===== src/rtl/core/stc_pkg.sv =====
// Shared widths, codes and pipeline payload types of the tardiness cost evaluator.
// No dependencies.
package stc_pkg;

	localparam int MAX_JOBS_DEFAULT = 64;

	localparam int JOB_W   = 6;
	localparam int SETUP_W = 16;
	localparam int PROD_W  = 16;
	localparam int TIME_W  = 24;
	localparam int RATE_W  = 10;
	localparam int PEN_W   = 34;
	localparam int COST_W  = 40;
	localparam int LIM_W   = 9;

	localparam logic KIND_LOAD = 1'b0;
	localparam logic KIND_JOB  = 1'b1;

	// job waiting for its setup time from the table
	typedef struct packed {
		logic              valid;
		logic              oob;
		logic [PROD_W-1:0] prod;
		logic [TIME_W-1:0] due;
		logic [RATE_W-1:0] rate;
		logic              last;
	} s1_job_t;

	// job with its completion time known
	typedef struct packed {
		logic              valid;
		logic [TIME_W-1:0] done;
		logic [TIME_W-1:0] due;
		logic [RATE_W-1:0] rate;
		logic              last;
	} s2_job_t;

endpackage


===== src/rtl/core/stc_out_if.sv =====
// Result channel of the tardiness cost evaluator: one result per job.
// Depends on stc_pkg.
interface stc_out_if;
	import stc_pkg::*;

	logic              valid;
	logic              ready;
	logic [TIME_W-1:0] completion_time;
	logic [PEN_W-1:0]  job_penalty;
	logic [COST_W-1:0] running_cost;
	logic              schedule_end;

	modport source (
		output valid, completion_time, job_penalty, running_cost, schedule_end,
		input  ready
	);

	modport sink (
		input  valid, completion_time, job_penalty, running_cost, schedule_end,
		output ready
	);

endinterface


===== src/rtl/core/stc_cost.sv =====
// Lateness, penalty product and saturating running cost, with the result register.
// Depends on stc_pkg and stc_out_if.
module stc_cost (
	input  logic             clk,
	input  logic             arst_n,
	input  stc_pkg::s2_job_t job_s2,
	output logic             s2_take,
	stc_out_if.source        results
);
	import stc_pkg::*;

	logic              en_out, en_s4, en_s3;

	logic              valid_s3;
	logic [TIME_W-1:0] late_s3;
	logic [RATE_W-1:0] rate_s3;
	logic [TIME_W-1:0] done_s3;
	logic              last_s3;

	logic              valid_s4;
	logic [PEN_W-1:0]  pen_s4;
	logic [TIME_W-1:0] done_s4;
	logic              last_s4;

	logic              out_valid_q;
	logic [TIME_W-1:0] completion_q;
	logic [PEN_W-1:0]  penalty_q;
	logic [COST_W-1:0] cost_q;
	logic              end_q;
	logic [COST_W-1:0] total_q;

	logic [TIME_W-1:0] late_t;
	logic [COST_W:0]   sum_t;
	logic [COST_W-1:0] total_next;

	assign en_out  = !out_valid_q || results.ready;
	assign en_s4   = !valid_s4 || en_out;
	assign en_s3   = !valid_s3 || en_s4;
	assign s2_take = en_s3;

	assign late_t     = (job_s2.done > job_s2.due) ? job_s2.done - job_s2.due : '0;
	assign sum_t      = {1'b0, total_q} + (COST_W+1)'(pen_s4);
	assign total_next = sum_t[COST_W] ? {COST_W{1'b1}} : sum_t[COST_W-1:0];

	always_ff @(posedge clk or negedge arst_n) begin
		if (!arst_n) begin
			valid_s3    <= 1'b0;
			valid_s4    <= 1'b0;
			out_valid_q <= 1'b0;
			total_q     <= '0;
		end else begin
			if (en_s3) begin
				valid_s3 <= job_s2.valid;
			end
			if (en_s4) begin
				valid_s4 <= valid_s3;
			end
			if (en_out) begin
				out_valid_q <= valid_s4;
			end
			if (en_out && valid_s4) begin
				total_q <= last_s4 ? '0 : total_next;
			end
		end
	end

	always_ff @(posedge clk) begin
		if (en_s3 && job_s2.valid) begin
			late_s3 <= late_t;
			rate_s3 <= job_s2.rate;
			done_s3 <= job_s2.done;
			last_s3 <= job_s2.last;
		end
		if (en_s4 && valid_s3) begin
			pen_s4  <= PEN_W'(rate_s3) * PEN_W'(late_s3);
			done_s4 <= done_s3;
			last_s4 <= last_s3;
		end
		if (en_out && valid_s4) begin
			completion_q <= done_s4;
			penalty_q    <= pen_s4;
			cost_q       <= total_next;
			end_q        <= last_s4;
		end
	end

	assign results.valid           = out_valid_q;
	assign results.completion_time = completion_q;
	assign results.job_penalty     = penalty_q;
	assign results.running_cost    = cost_q;
	assign results.schedule_end    = end_q;

endmodule


===== src/flat_wrapper.sv =====
// flat-port wrapper written by rule: the top's interface ports become plain ports
module stc_cost_flat import stc_pkg::*;
  (clk, arst_n, job_s2, s2_take, results_valid, results_completion_time, results_job_penalty, results_running_cost, results_schedule_end, results_ready);
  stc_out_if results_i ();
  input  logic clk;
  input  logic arst_n;
  input  stc_pkg::s2_job_t job_s2;
  output logic s2_take;
  output wire logic [$bits(results_i.valid)-1:0] results_valid;
  output wire logic [$bits(results_i.completion_time)-1:0] results_completion_time;
  output wire logic [$bits(results_i.job_penalty)-1:0] results_job_penalty;
  output wire logic [$bits(results_i.running_cost)-1:0] results_running_cost;
  output wire logic [$bits(results_i.schedule_end)-1:0] results_schedule_end;
  input wire logic [$bits(results_i.ready)-1:0] results_ready;
  assign results_valid = results_i.valid;
  assign results_completion_time = results_i.completion_time;
  assign results_job_penalty = results_i.job_penalty;
  assign results_running_cost = results_i.running_cost;
  assign results_schedule_end = results_i.schedule_end;
  assign results_i.ready = results_ready;
  stc_cost u_core (.clk(clk), .arst_n(arst_n), .job_s2(job_s2), .s2_take(s2_take), .results(results_i));
endmodule

===== config.mk =====
export PLATFORM = sky130hd
export DESIGN_NAME = stc_cost_flat
export DESIGN_NICKNAME = d
export VERILOG_FILES = /design/src/rtl/core/stc_pkg.sv /design/src/rtl/core/stc_out_if.sv /design/src/rtl/core/stc_cost.sv /design/src/flat_wrapper.sv
export SDC_FILE = /design/constraint.sdc
export NUM_CORES = 1
export LEC_CHECK = 0
export BUFFER_PORTS_ARGS = -buffer_cell sky130_fd_sc_hd__buf_2
export CAP_MARGIN = 25
export CORE_UTILIZATION = 33
export CTS_CLUSTER_DIAMETER = 80
export CTS_CLUSTER_SIZE = 28
export DETAILED_ROUTE_END_ITERATION = 10
export SLEW_MARGIN = 20
export SYNTH_ARGS = -nofsm -noshare
export SYNTH_HDL_FRONTEND = slang
export SYNTH_SLANG_ARGS = --single-unit

===== constraint.sdc =====
create_clock -name clk -period 17.5 [get_ports clk]
set_input_delay 1.75 -clock clk [delete_from_list [all_inputs] [get_ports clk]]
set_output_delay 1.75 -clock clk [all_outputs]
set_load 0.01 [all_outputs]

=== After elaboration in Yosys (flattened, before gate mapping) ===
Index checks and enable logic that the tools add are counted.
W data, S select, Z words.

* $add $sub $neg: 2
* $mul: 1
* Order comparisons: 1
* Mux-type cells: 2
* Reductions and logical operators: 9

{| class="wikitable"
|+ Operator list
! cell !! count
|-
| $mux W40 || 2
|-
| $add A40 B34 Y41 || 1
|-
| $mul A10 B24 Y34 || 1
|-
| $gt A24 B24 Y1 || 1
|-
| $sub A24 B24 Y24 || 1
|-
| $logic_and A1 B1 Y1 || 3
|-
| $logic_not A1 Y1 || 3
|-
| $logic_or A1 B1 Y1 || 3
|}

* Bits in registers: 260
* Input port bits: 63
* Output and inout port bits: 101
* Word-level logic and storage cells: 30

=== Logic depth before layout (Yosys ltp) ===
* Depth after elaboration: 5
* Mapped depth: 22
* Depth with buffers taken out: 21

=== Worst setup path after synthesis ===
OpenSTA, ideal clock, no wires.

* Path kind: register -> register
* Start: register u_core.rate_s3[1]
* End: register u_core.pen_s4[21], data pin
* Setup time: 260 ps
* Data arrival time: 5548 ps
* Data required time: 17240 ps
* Path slack: 11693 ps
* Stages on the path, launching flop included: 21
* Buffers on the path: 1
* Clock period less this slack: 5807 ps
* Cell sequence: edfxtp_1 > clkbuf_1 > nand2_1 > fa_1 > inv_1 > fa_1 > inv_1 > fa_1 > inv_1 > fa_1 > inv_1 > fa_1 > inv_1 > ha_1 > a2111oi_2 > a21oi_1 > a221o_1 > a2111oi_4 > nor2_1 > a221oi_2 > xnor2_1

* Cells in the longest elaborated chain, start to end: 1

{| class="wikitable"
|+ RTL lines
! element !! RTL line !! RTL
|-
| start, declared || stc_cost.sv:16 || <nowiki>logic [RATE_W-1:0] rate_s3;</nowiki>
|-
| start signal, assigned || stc_cost.sv:70 || <nowiki>rate_s3 <= job_s2.rate;</nowiki>
|-
| $mul A10 B24 Y34 || stc_cost.sv:75 || <nowiki>pen_s4 <= PEN_W'(rate_s3) * PEN_W'(late_s3);</nowiki>
|-
| end signal, assigned || stc_cost.sv:75 ||
|-
| end, declared || stc_cost.sv:21 || <nowiki>logic [PEN_W-1:0] pen_s4;</nowiki>
|}

Every way passes these cells.
A chain may end at the register's enable or synchronous reset.

=== Worst setup path in the final report ===
* Start: register u_core.rate_s3[1]
* End: register u_core.pen_s4[27], data pin

The elaborated chain is that of the path after synthesis.

==> impl_metrics.yaml <==
route:
  vias: 12900
  routedLengthMet1_um: 21200
  totalWireLength_um: 45100
  routed-wl-met3_um: 2200
  firstDrtPassIters: 7
  drtAntennaViolNets: 0
  top_layer: "met5"
  drtIter0Drc: 851
  viasPerCell: 4.84
  wire_per_inst_um: 16.9
  route.detailed.drc: 0
  wl_met2_um: 20800
flow_run:
  drv_cap: 0
worst_hold_path:
  hold_depth: 0
  hold_path_class: "reg2reg"
timing:
  fmax_mhz: 153
  worst_pin_slew_ns: 0.948
  max-slew-margin-rel_pct: 36.8
  final_max_slew_viol_count: 0
  hold_violations: 0
  hold_ws_ns: 0.418
  rsz0062_at_grt: "false"
  setup_viol: 0
  period_share_pct: 37.3
  post-route-min-period_ns: 6.53
  fin_setup_tns_ns: 0
  finalClockSkew_ns: 0.0289
clocking:
  cts_setup_buffers: 0
  cts_tree: "yes"
  clock_sinks: 260
  htreeDepth: 1
  cts-resized-gates: 0
  clk_pin_slew_ns: 0.09
  postCtsHoldBufs: 0
  cts_buffer_depth: 3
  insertion_delay_ns: 0.56
  cts_buffers: 20
  root_buffer: "clkbuf_16"
global_route:
  overflow: 0
  grt.total_usage_pct: 15.3
  grt_max_degree: 63
  antenna_found_initial: 2
  grt_pass1_wl_um: 72600
  grt_pass1_vias: 13300
power:
  vdd.ir_drop.worst_mv: 0.138
  power.density_nw_per_um2: 200
  p_leak_nw: 9.76
setup_path:
  crit_start: "u_core.rate_s3[1]"
  regToRegSetupSlack_ns: 10.97
  cp_max_fo: 24
  cp.arrival_ns: 6.81
  critPathCaptureType: "register"
  critPathKind: "reg2reg"
  worstPathRequired_ns: 17.78
  r2r-end: "u_core.pen_s4[27]"
  reg2reg_from: "u_core.rate_s3[1]"
  crit_path_end: "u_core.pen_s4[27]"
  reg2reg_depth: 20
  start_kind: "register"
synth:
  synth_cells: 1756
  ys_seq_area_share_pct: 39.2
  yosysUniqueCellTypes: 85
  synth_edf_count: 217
  yosysWarnings: 0
  async_flop_share_pct: 16.5
  syn_area_sq_um: 19300
  ys_seq_elements: 260
  synthFlopType: "edfxtp_1"
  syn_avg_cell_area_sq_um: 11.0
  syn_nets: 2122
layout:
  num-nets-final: 2250
  nFillCells: 5689
  drive_gt1_share_pct: 13.2
  syn_to_final_growth_pct: 11.6
  antenna_cells: 0
  design_area_sq_um: 21600
floorplan:
  die-area_sq_um: 59600
  core.rowCount: 88
  core_area_sq_um: 57800
  io_pins: 164
  die_h_um: 244
  start_util_pct: 33.5
  die_w_um: 244
outcome:
  status: "complete, no violations"
placement:
  dpl.hpwl_um: 33800
  gp_congestion: 0.878
  place_area_sq_um: 20900
  portBuffers: 163
worst min-delay path by stage:
stage                       start                 end  slack, ns
2_1_floorplan   u_core.done_s3[0]   u_core.done_s4[0]       0.40
3_3_place_gp   u_core.done_s3[14]  u_core.done_s4[14]       0.40
3_5_place_dp   u_core.done_s3[16]  u_core.done_s4[16]       0.40
4_1_cts         u_core.done_s3[1]   u_core.done_s4[1]       0.42
5_1_grt         u_core.done_s3[1]   u_core.done_s4[1]       0.41
6_report        u_core.done_s3[1]   u_core.done_s4[1]       0.42
flip-flops by register name, summed over array words and instances (netlist names):
| register | flops |
|---|---|
| u_core.done_s3 | 24 |
| u_core.done_s4 | 24 |
| u_core.last_s3 | 1 |
| u_core.last_s4 | 1 |
| u_core.late_s3 | 24 |
| u_core.pen_s4 | 34 |
| u_core.rate_s3 | 10 |
| u_core.results.completion_time | 24 |
| u_core.results.job_penalty | 34 |
| u_core.results.running_cost | 40 |
| u_core.results.schedule_end | 1 |
| u_core.results.valid | 1 |
| u_core.total_q | 40 |
| u_core.valid_s3 | 1 |
| u_core.valid_s4 | 1 |
per-stage QoR:
step / setup WS, ns / utilization [%] / power (mW) / cells
2_1_floorplan: 11.69 / - / 3.17 / 1756
3_3_place_gp: 11.16 / 36.2 / 3.81 / 2626
3_5_place_dp: 11.00 / 36.2 / 3.85 / 2626
4_1_cts: 10.95 / 37.3 / 4.35 / 2662
5_1_grt: 10.66 / 37.3 / 4.76 / 2663
6_report: 10.97 / 37.3 / 4.33 / 2663
cell type report:
type / instances / area, sq um / area share [%]
multi-input combinational: 1217 / 10700 / 49.5
sequential: 260 / 7590 / 35.2
tap: 765 / 957 / 4.43
timing repair buffer: 171 / 883 / 4.09
inverter: 214 / 806 / 3.73
clock buffer: 21 / 504 / 2.34
clock inverter: 15 / 168 / 0.777
critical path, stage by stage (launching register included):
cell and delay (ns):
edfxtp_1 0.95, nand2_1 0.18, fa_1 0.58, inv_1 0.05, fa_1 0.50, inv_1 0.06, fa_1 0.53, inv_1 0.05
fa_1 0.47, inv_1 0.05, fa_1 0.53, inv_1 0.04, ha_1 0.36, a2111oi_2 0.42, o21ai_0 0.15, nand4b_1 0.14
a31oi_1 0.14, a211oi_2 0.40, o211a_1 0.25, nor3b_1 0.06, a311o_1 0.33
logic make-up after synthesis:
group	Yosys count	share of synthesized area, %
DFF	260	39.2
and+or+nand+nor	536	14.0
buffers and inverters	279	5.56
adders and majority gates	303	26.4
AOI/OAI and AO/OA	301	11.2
muxes	3	0.168
xor gates and xnor gates	74	3.35
cell usage after synthesis (12+ instances only):
cell type | instances | area share, %
and3_1 | 13 | 0.42
o21ai_0 | 37 | 0.96
nor3_1 | 16 | 0.41
o21bai_1 | 12 | 0.47
and2_1 | 137 | 4.4
dfrtp_1 | 43 | 5.6
nand2b_1 | 18 | 0.58
nand4_1 | 12 | 0.39
a22o_1 | 27 | 1.2
xor2_1 | 38 | 1.7
ha_1 | 127 | 8.2
a21oi_1 | 78 | 2.0
o21a_1 | 15 | 0.58
nand2_1 | 185 | 3.6
fa_1 | 176 | 18
edfxtp_1 | 217 | 34
inv_1 | 214 | 4.2
nor2b_1 | 15 | 0.49
xnor2_1 | 36 | 1.6
nor2_1 | 77 | 1.5
a21o_1 | 41 | 1.6
nand3_1 | 23 | 0.60
clkbuf_1 | 52 | 1.0
power breakdown:
part           leakage [nW]  switching (mW)  internal [mW]
Combinational          6.77            1.58           1.16
Sequential             2.66           0.116          0.992
Clock                 0.329           0.252          0.226
metal layers:
| layer | vias to the layer above | global-route usage (%) |
|---|---|---|
| met3 | 58 | 2.43 |
| met2 | 290 | 25.1 |
| li1 | 6201 | - |
| met5 | - | 0 |
| met4 | 2 | 3.46 |
| met1 | 6335 | 21.0 |
placed cells by master (no fill, tap or decap), types with 4 or more instances in the layout:
master,Yosys,layout
edfxtp_1,217,217
inv_1,214,213
nand2_1,185,185
fa_1,176,176
buf_2,8,163
and2_1,137,135
ha_1,127,127
a21oi_1,78,78
nor2_1,77,77
dfrtp_1,43,43
a21o_1,41,41
xor2_1,38,38
o21ai_0,37,37
xnor2_1,36,36
a22o_1,27,27
nand3_1,23,23
clkbuf_16,0,20
nand2b_1,18,18
nor3_1,16,16
nor2b_1,15,15
o21a_1,15,15
and3_1,13,13
o21bai_1,12,12
nand4_1,12,12
o21ai_1,8,8
o31ai_1,8,8
a211oi_1,8,8
a31oi_1,7,7
buf_4,3,7
or2_2,6,6
and4_1,5,5
o31a_1,5,5
inv_6,0,5
a211oi_2,4,4
nor4_1,4,4
a21boi_0,4,4
or3_1,4,4
clkinv_8,0,4
Note: power is estimated with default switching activity, not from simulation.
