File: src/rtl/core/stc_pkg.sv
// Shared widths, codes and pipeline payload types of the tardiness cost evaluator.
// No dependencies.
package stc_pkg;

	localparam int MAX_JOBS_DEFAULT = 64;

	localparam int JOB_W   = 6;
	localparam int SETUP_W = 16;
	localparam int PROD_W  = 16;
	localparam int TIME_W  = 24;
	localparam int RATE_W  = 10;
	localparam int PEN_W   = 34;
	localparam int COST_W  = 40;
	localparam int LIM_W   = 9;

	localparam logic KIND_LOAD = 1'b0;
	localparam logic KIND_JOB  = 1'b1;

	// job waiting for its setup time from the table
	typedef struct packed {
		logic              valid;
		logic              oob;
		logic [PROD_W-1:0] prod;
		logic [TIME_W-1:0] due;
		logic [RATE_W-1:0] rate;
		logic              last;
	} s1_job_t;

	// job with its completion time known
	typedef struct packed {
		logic              valid;
		logic [TIME_W-1:0] done;
		logic [TIME_W-1:0] due;
		logic [RATE_W-1:0] rate;
		logic              last;
	} s2_job_t;

endpackage

File: src/rtl/core/stc_clock.sv
// Running schedule clock: adds setup and production time, saturating.
// Depends on stc_pkg.
module stc_clock (
	input  logic                          clk,
	input  logic                          arst_n,
	input  stc_pkg::s1_job_t              job_s1,
	input  logic [stc_pkg::SETUP_W-1:0]   setup_rd,
	output logic                          s1_take,
	output stc_pkg::s2_job_t              job_s2,
	input  logic                          s2_take
);
	import stc_pkg::*;

	function automatic logic [TIME_W-1:0] sat_add(input logic [TIME_W-1:0] a,
	                                              input logic [TIME_W-1:0] b);
		logic [TIME_W:0] s;
		s = {1'b0, a} + {1'b0, b};
		return s[TIME_W] ? {TIME_W{1'b1}} : s[TIME_W-1:0];
	endfunction

	logic [TIME_W-1:0] elapsed_q;
	logic [TIME_W-1:0] setup_ext;
	logic [TIME_W-1:0] start_t;
	logic [TIME_W-1:0] done_t;
	logic              adv;

	logic              valid_s2;
	logic [TIME_W-1:0] done_s2;
	logic [TIME_W-1:0] due_s2;
	logic [RATE_W-1:0] rate_s2;
	logic              last_s2;

	// out-of-range table index reads as zero setup
	assign setup_ext = job_s1.oob ? '0 : TIME_W'(setup_rd);
	assign start_t   = sat_add(elapsed_q, setup_ext);
	assign done_t    = sat_add(start_t, TIME_W'(job_s1.prod));

	assign s1_take = !valid_s2 || s2_take;
	assign adv     = job_s1.valid && s1_take;

	always_ff @(posedge clk or negedge arst_n) begin
		if (!arst_n) begin
			elapsed_q <= '0;
			valid_s2  <= 1'b0;
		end else begin
			if (s1_take) begin
				valid_s2 <= job_s1.valid;
			end
			if (adv) begin
				elapsed_q <= job_s1.last ? '0 : done_t;
			end
		end
	end

	always_ff @(posedge clk) begin
		if (adv) begin
			done_s2 <= done_t;
			due_s2  <= job_s1.due;
			rate_s2 <= job_s1.rate;
			last_s2 <= job_s1.last;
		end
	end

	assign job_s2 = '{valid: valid_s2, done: done_s2, due: due_s2,
	                  rate: rate_s2, last: last_s2};

endmodule

File: config.mk
export PLATFORM = sky130hd
export DESIGN_NAME = stc_clock
export DESIGN_NICKNAME = d
export VERILOG_FILES = /design/src/rtl/core/stc_pkg.sv /design/src/rtl/core/stc_clock.sv
export SDC_FILE = /design/constraint.sdc
export NUM_CORES = 1
export LEC_CHECK = 0
export BUFFER_PORTS_ARGS = -buffer_cell sky130_fd_sc_hd__buf_2
export CAP_MARGIN = 20
export CELL_PAD_IN_SITES_DETAIL_PLACEMENT = 2
export CELL_PAD_IN_SITES_GLOBAL_PLACEMENT = 2
export CORE_MARGIN = 3
export CORE_UTILIZATION = 33
export CTS_BUF_LIST = sky130_fd_sc_hd__clkbuf_16
export CTS_CLUSTER_DIAMETER = 60
export DETAILED_ROUTE_END_ITERATION = 10
export PLACE_DENSITY = 0.79
export RECOVER_POWER = 25
export SETUP_SLACK_MARGIN = 0.2
export SLEW_MARGIN = 20
export SYNTH_ARGS = -nofsm -noshare
export SYNTH_HDL_FRONTEND = slang
export SYNTH_SLANG_ARGS = --single-unit
export TNS_END_PERCENT = 1
File: constraint.sdc
create_clock -name clk -period 5.5 [get_ports clk]
set_input_delay 0.55 -clock clk [delete_from_list [all_inputs] [get_ports clk]]
set_output_delay 0.55 -clock clk [all_outputs]
set_load 0.05 [all_outputs]
* Word-level counts from Yosys, hierarchy flattened
Cells that the tools add are included.
** Operators by class
- Add/subtract/negate cells :: 2
- Multiply operators :: 0
- Div/mod/pow operators :: 0
- Magnitude comparators :: 0
- Eq/ne operators :: 0
- Shift operators :: 0
- Muxes and demuxes :: 4
- Bitwise logic cells :: 0
- Reduce and logical (&&, ||, !) cells :: 3
** Operator list (count)
- 2-to-1 mux 24 bit :: 3
- adder 24 x 16 -> 25 bit :: 2
- 2-to-1 mux 16 bit :: 1
- logical AND 1 bit :: 1
- zero test 1 bit :: 1
- logical OR 1 bit :: 1
** Storage, ports and cells
- Flip-flop bits (word level) :: 84
- Latch bits :: 0
- Bits in writable memories :: 0
- Bits in read-only memories :: 0
- Bits of input ports :: 72
- Output and inout port bits :: 61
- Logic and storage cells :: 15
- Memories :: 0

* Depth between registers and ports, before layout
- Depth in word-level cells :: 6
- Gate-level depth with buffers :: 22
- Gate-level depth less buffers :: 21

* Worst setup path before layout
OpenSTA, ideal clock, no wires.
- Kind :: input -> register
- Start point :: input port job_s1[51] in the netlist's numbering
- End point :: register done_s2[19], data pin
- Library setup time :: 254 ps
- Data arrival time :: 4712 ps
- Required time :: 5246 ps
- Setup slack :: 534 ps
- Stages on the path :: 19
- Path buffers :: 4
- Cell sequence :: clkbuf_1 > nor2b_1 > ha_1 > a21oi_1 > o221ai_1 > a21oi_1 > a211o_1 > clkbuf_1 > clkbuf_1 > nand2_1 > ha_1 > a21o_1 > o311ai_0 > a211oi_1 > o221ai_1 > nor2_1 > buf_2 > a2bb2oi_2 > inv_1
** Between the ends
- Word-level cells in the longest chain between the ends :: 5
** RTL lines
- start: declaration :: line stc_clock.sv:6 : input stc_pkg::s1_job_t job_s1,
- 2-to-1 mux 16 bit :: line stc_clock.sv:34 : assign setup_ext = job_s1.oob ? '0 : TIME_W'(setup_rd);
- adder 24 x 16 -> 25 bit :: line stc_clock.sv:17 : s = {1'b0, a} + {1'b0, b};
- 2-to-1 mux 24 bit :: line stc_clock.sv:18 : return s[TIME_W] ? {TIME_W{1'b1}} : s[TIME_W-1:0];
- adder 24 x 16 -> 25 bit :: line stc_clock.sv:17
- 2-to-1 mux 24 bit :: line stc_clock.sv:18
- net done_t[19] :: line stc_clock.sv:24 : logic [TIME_W-1:0] done_t;
- end signal: assignment :: line stc_clock.sv:57 : done_s2 <= done_t;
- end: declaration :: line stc_clock.sv:28 : logic [TIME_W-1:0] done_s2;
The timed path passes the listed nets, and every way through them passes these cells.
A chain may end at the register's enable or synchronous reset.

* Worst setup path in the final report
- Start point :: input port job_s1[51] in the netlist's numbering
- End point :: register done_s2[20], data pin
Same word-level chain as after synthesis.

==> summary by stage <==
Power
The worst-case IR drop observed on VDD is 0.266 mV. The clock network accounts for 19.3% of the total power. The analysis attributes to net switching a power of 1.55 mW. The switching share of power is 44.2%. The power share of the combinational group is 53.4%. The internal portion of the total power is 1.96 mW.

The analysis attributes to cell leakage a power of 2.97 nW. In this run the power density over the cells is 528 nW/um2. The sequential fraction of design power is 27.3%.

Synth
The number of different library cells in the post-synthesis netlist is 68. After synthesis, the cell types taking the most area are sky130_fd_sc_hd__edfxtp_1 (34%), sky130_fd_sc_hd__dfrtp_1 (12%), sky130_fd_sc_hd__ha_1 (7.9%). The number of nets in the synthesized netlist is 626. The mean instance size in the synthesized netlist is 10.1 um2. sky130_fd_sc_hd__edfxtp_1 takes more of the synthesized area than any other cell.

The main flop type after synthesis is sky130_fd_sc_hd__edfxtp_1. Of the post-synthesis cell area, the dominant cell type holds 33.7%. In the post-synthesis netlist, the cell with the most instances is sky130_fd_sc_hd__nand2_1. The fraction of registers with async set or reset after synthesis is 29.8%.

After synthesis, the most frequently instantiated cells are sky130_fd_sc_hd__nand2_1 (62), sky130_fd_sc_hd__edfxtp_1 (59), sky130_fd_sc_hd__inv_1 (38). In this run, synthesis produced a sequential element count of 84. The sequential share of the synthesized area is 45.6%. The synthesized netlist occupies a cell area of 5250 um2. Yosys mapped a number of flops with a built-in enable equal to 59.

The synthesized instance count is 519. The number of synthesis warnings is 0.

Timing
Setup repair after global routing left no endpoint under its margin. The slew at the pin with the worst max-slew slack is 1.62 ns. Measured against its own limit, the worst slew margin works out to -8.23%. The maximum clock frequency is 198 MHz. The final count of pins violating max slew is 26. Of the available clock period, the critical path in the final layout requires 91.8%. The count of final hold-check violations is 0.

After layout, the minimum clock period comes to 5.05 ns. The largest clock skew in the final design is 0.0137 ns. The total of endpoints with negative setup slack in the final report is 0.

Setup path
The signal on the critical path passes through clkbuf_4 -> nor2b_1 -> ha_2 -> fa_1 -> nand3_1 -> a211oi_2 -> nor2_1 -> a211o_1 -> nand2b_1 -> ha_1 -> inv_1 -> fa_1 -> nand2b_1 -> a21oi_2 -> o311ai_1 -> buf_4 -> a211oi_4 -> o221ai_2 -> buf_4 -> a211oi_4 -> o21ai_0 -> xor2_1 -> nand2_1. The largest individual stage delay along the critical path comes from the cell sky130_fd_sc_hd__fa_1. Counting cells, the worst reg-to-reg path comes to 21. Counting buffers and inverters, the worst setup path is 23 cells deep.

In this run the critical register-to-register path is launched from elapsed_q[0]. Across all register-to-register paths, the minimum setup slack is 0.63 ns. The maximum fanout along the worst path is 16.

The type of origin of the critical path is an input pin. The required time of the critical path is 5.59 ns. The top cell family by delay on the critical path is compound AO/OA/AOI/OAI gates. The number of buffers and inverters on the critical path is 4. In this design, the stage delay of the slowest critical-path cell is 0.39 ns. The class of the most critical setup path is in -> reg. The worst register-to-register path ends at done_s2[20]. The arrival time at the worst endpoint is 5.14 ns. The category of the worst setup path capture point is a flop.

Placed design
The placed instance count is 863. In this run the tool buffered the top-level ports with 132 buffer cells. The HPWL after detailed placement is 12.8 mm. In this run the cell area measured after placement is 6260 um2.

The weighted congestion at the end of routability-driven global placement is 0.857.

Drt
The total iterations of the first detailed-routing run is 4. The via total after detailed routing is 4,575. After detailed routing, the average wire length per cell comes to 19.3 um. The number of vias per cell after detailed routing is 5.19.

After detailed routing, the number of remaining DRC violations is 0. The remaining antenna violation count after routing is 0. The starting DRC count in detailed routing is 237. The total length of routed wires is 17.0 mm.

Clock tree
TritonCTS built the clock tree. The number of buffers on the longest clock path is 2. The number of hold buffers added after CTS is 0. The H-tree generated during clock tree synthesis spans 3 levels. After clock tree synthesis, the clock-pin slew on the worst setup and hold paths is 0.07 ns. TritonCTS created 9 clock buffers.

The root buffer cell is sky130_fd_sc_hd__clkbuf_16. The clock drives 84 sinks. At the later pin of the worst-skew pair, clock insertion delay measures 0.35 ns.

Finish
The sequential cells in the finished layout cover a total of 2400 um2. The multi-input combinational cell area is 2650 um2. The number of nets in the finished design is 772. The area growth from synthesis to layout is 26.3%. The filler-free cell count of the finished design is 881. The number of antenna diodes in the final layout is 0. Fill cells in the final layout number 1,711.

The share of layout cells above drive strength 1 is 31.3%. The finished cells cover 6640 um2.

Global route
The remaining global-route overflow is 0. The first global-routing pass estimated 27.6 mm of wire. The number of antenna violations at the first check in global routing is 0.

The number of global-route vias before repair is 5,092. Entering global routing, the biggest net connects 66 pins. The overall fraction of global-route tracks in use is 19.4%.

Hold path
The worst hold path begins at job_s1[27]. The classification of the worst-slack hold path is in -> reg. The endpoint of the worst hold-timing path is due_s2[16]. Along the worst hold path, the cell count comes to 1.

Run
Max-cap violations in this run came to 1.

Floorplan
The floorplan step set the die width to 132 um. The y dimension of the die is 132 um. The number of I/O pins is 133.

The placeable core region is 15,400 um2. The number of rows in the core area is 45. The total die area is 17,500 um2. The starting density of the core is 34.2%.

Run status
The final reports fail on capacitance limit, slew limit. The flow ran to the end, but the final reports show violations.
[worst max-delay path by stage]
stage          startpoint           to  slack (ns)
2_1_floorplan  job_s1[51]  done_s2[19]        0.53
3_3_place_gp   job_s1[51]  done_s2[20]       -0.11
3_5_place_dp   job_s1[51]  done_s2[20]       -0.32
4_1_cts        job_s1[51]  done_s2[20]        0.25
5_1_grt        job_s1[51]  done_s2[20]        0.16
6_report       job_s1[51]  done_s2[20]        0.45
[layer usage]
layer | GRT usage [%] | vias up | wire length (um)
li1 | - | 2161 | -
met1 | 24.4 | 2278 | 7570
met2 | 34.5 | 119 | 8530
met3 | 3.40 | 17 | 704
met4 | 4.97 | 0 | 211
met5 | 0 | - | 0
[cells in the final DEF, fill, tap and decap left out, types with 3 or more instances in the layout]
master	instances
sky130_fd_sc_hd__o21ai_1	18
sky130_fd_sc_hd__clkbuf_16	9
sky130_fd_sc_hd__a31oi_1	4
sky130_fd_sc_hd__a21o_1	13
sky130_fd_sc_hd__xnor2_1	16
sky130_fd_sc_hd__o21ai_0	27
sky130_fd_sc_hd__ha_1	32
sky130_fd_sc_hd__clkbuf_1	6
sky130_fd_sc_hd__nor2_1	21
sky130_fd_sc_hd__o21a_1	4
sky130_fd_sc_hd__xor2_1	13
sky130_fd_sc_hd__nor3_1	3
sky130_fd_sc_hd__nand2b_1	10
sky130_fd_sc_hd__and3_1	3
sky130_fd_sc_hd__a21oi_2	16
sky130_fd_sc_hd__dfrtp_1	25
sky130_fd_sc_hd__nand2_1	62
sky130_fd_sc_hd__edfxtp_1	59
sky130_fd_sc_hd__buf_4	21
sky130_fd_sc_hd__a21oi_1	30
sky130_fd_sc_hd__and2_1	4
sky130_fd_sc_hd__buf_2	125
sky130_fd_sc_hd__inv_1	37
sky130_fd_sc_hd__nor4_1	5
sky130_fd_sc_hd__nor2b_1	16
sky130_fd_sc_hd__a21boi_2	4
sky130_fd_sc_hd__nand3_1	8
sky130_fd_sc_hd__nand4_1	6
sky130_fd_sc_hd__a211oi_1	4
[cells by family (layout without fill, tap and decap cells)]
kind of cell	Yosys count	after routing	synth area share [%]
adder cells (fa/ha/maj)	35	35	8.62
XOR/XNOR	30	30	5.14
AND/OR/NAND/NOR	154	154	14.5
flip-flops	84	84	45.6
AO/OA/AOI/OAI	157	157	21.2
multiplexers	1	1	0.191
buffers and inverters	58	209	4.72
[power by group through the flow]
| stage | combinational [mW] | sequential (mW) | clock [mW] |
|---|---|---|---|
| detailed placement | 1.84 | 0.968 | 0 |
| global route | 2.09 | 0.972 | 0.719 |
| global placement | 1.76 | 0.960 | 0 |
| CTS | 1.87 | 0.958 | 0.698 |
| floorplan | 1.10 | 1.22 | 0 |
| finish | 1.87 | 0.955 | 0.678 |
[state kept, by name (all words and copies together), names as in the netlist]
register,flops
rate_s2,10
due_s2,24
valid_s2,1
last_s2,1
elapsed_q,24
done_s2,24
[worst reg2reg max path: stages, from the launching register on]
cell                       delay [ns]
sky130_fd_sc_hd__dfrtp_1         0.40
sky130_fd_sc_hd__ha_2            0.22
sky130_fd_sc_hd__fa_1            0.41
sky130_fd_sc_hd__nand3_1         0.14
sky130_fd_sc_hd__a211oi_2        0.09
sky130_fd_sc_hd__nor2_1          0.16
sky130_fd_sc_hd__buf_4           0.17
sky130_fd_sc_hd__o21ai_0         0.14
sky130_fd_sc_hd__a21o_1          0.21
sky130_fd_sc_hd__a21o_1          0.20
sky130_fd_sc_hd__a21boi_0        0.24
sky130_fd_sc_hd__xnor2_1         0.09
sky130_fd_sc_hd__or2_2           0.28
sky130_fd_sc_hd__ha_1            0.35
sky130_fd_sc_hd__nand2_1         0.12
sky130_fd_sc_hd__a211oi_4        0.28
sky130_fd_sc_hd__o221ai_2        0.15
sky130_fd_sc_hd__buf_4           0.19
sky130_fd_sc_hd__a211oi_4        0.28
sky130_fd_sc_hd__o21ai_0         0.16
sky130_fd_sc_hd__xor2_1          0.26
sky130_fd_sc_hd__nand2_1         0.09
[layout make-up]
| cell class | count | area share (%) |
|---|---|---|
| Inverter | 38 | 2.15 |
| Timing Repair Buffer | 155 | 12.9 |
| Multi-Input combinational cell | 377 | 39.9 |
| Sequential cell | 84 | 36.1 |
| Tap cell | 211 | 3.98 |
| Clock buffer | 9 | 3.39 |
| Clock inverter | 7 | 1.58 |
[metrics by stage]
step / hold slack (ns) / setup TNS [ns] / util [%] / setup WS, ns / power [mW]
floorplan: 0.254 / 0 / - / 0.534 / 2.31
global placement: 0.483 / -0.157 / 40.7 / -0.115 / 2.72
detailed placement: 0.493 / -2.19 / 40.7 / -0.322 / 2.81
CTS: 0.253 / 0 / 43.0 / 0.247 / 3.53
global route: 0.364 / 0 / 43.2 / 0.161 / 3.78
finish: 0.379 / 0 / 43.2 / 0.449 / 3.50
[what timing repair did]
item / CTS / global route
setup endpoints to repair: 6 / 7
pin swaps: 0 / 3
setup buffers: 0 / 2
gates resized for setup: 3 / 6
Note: power is estimated with default switching activity, not from simulation.
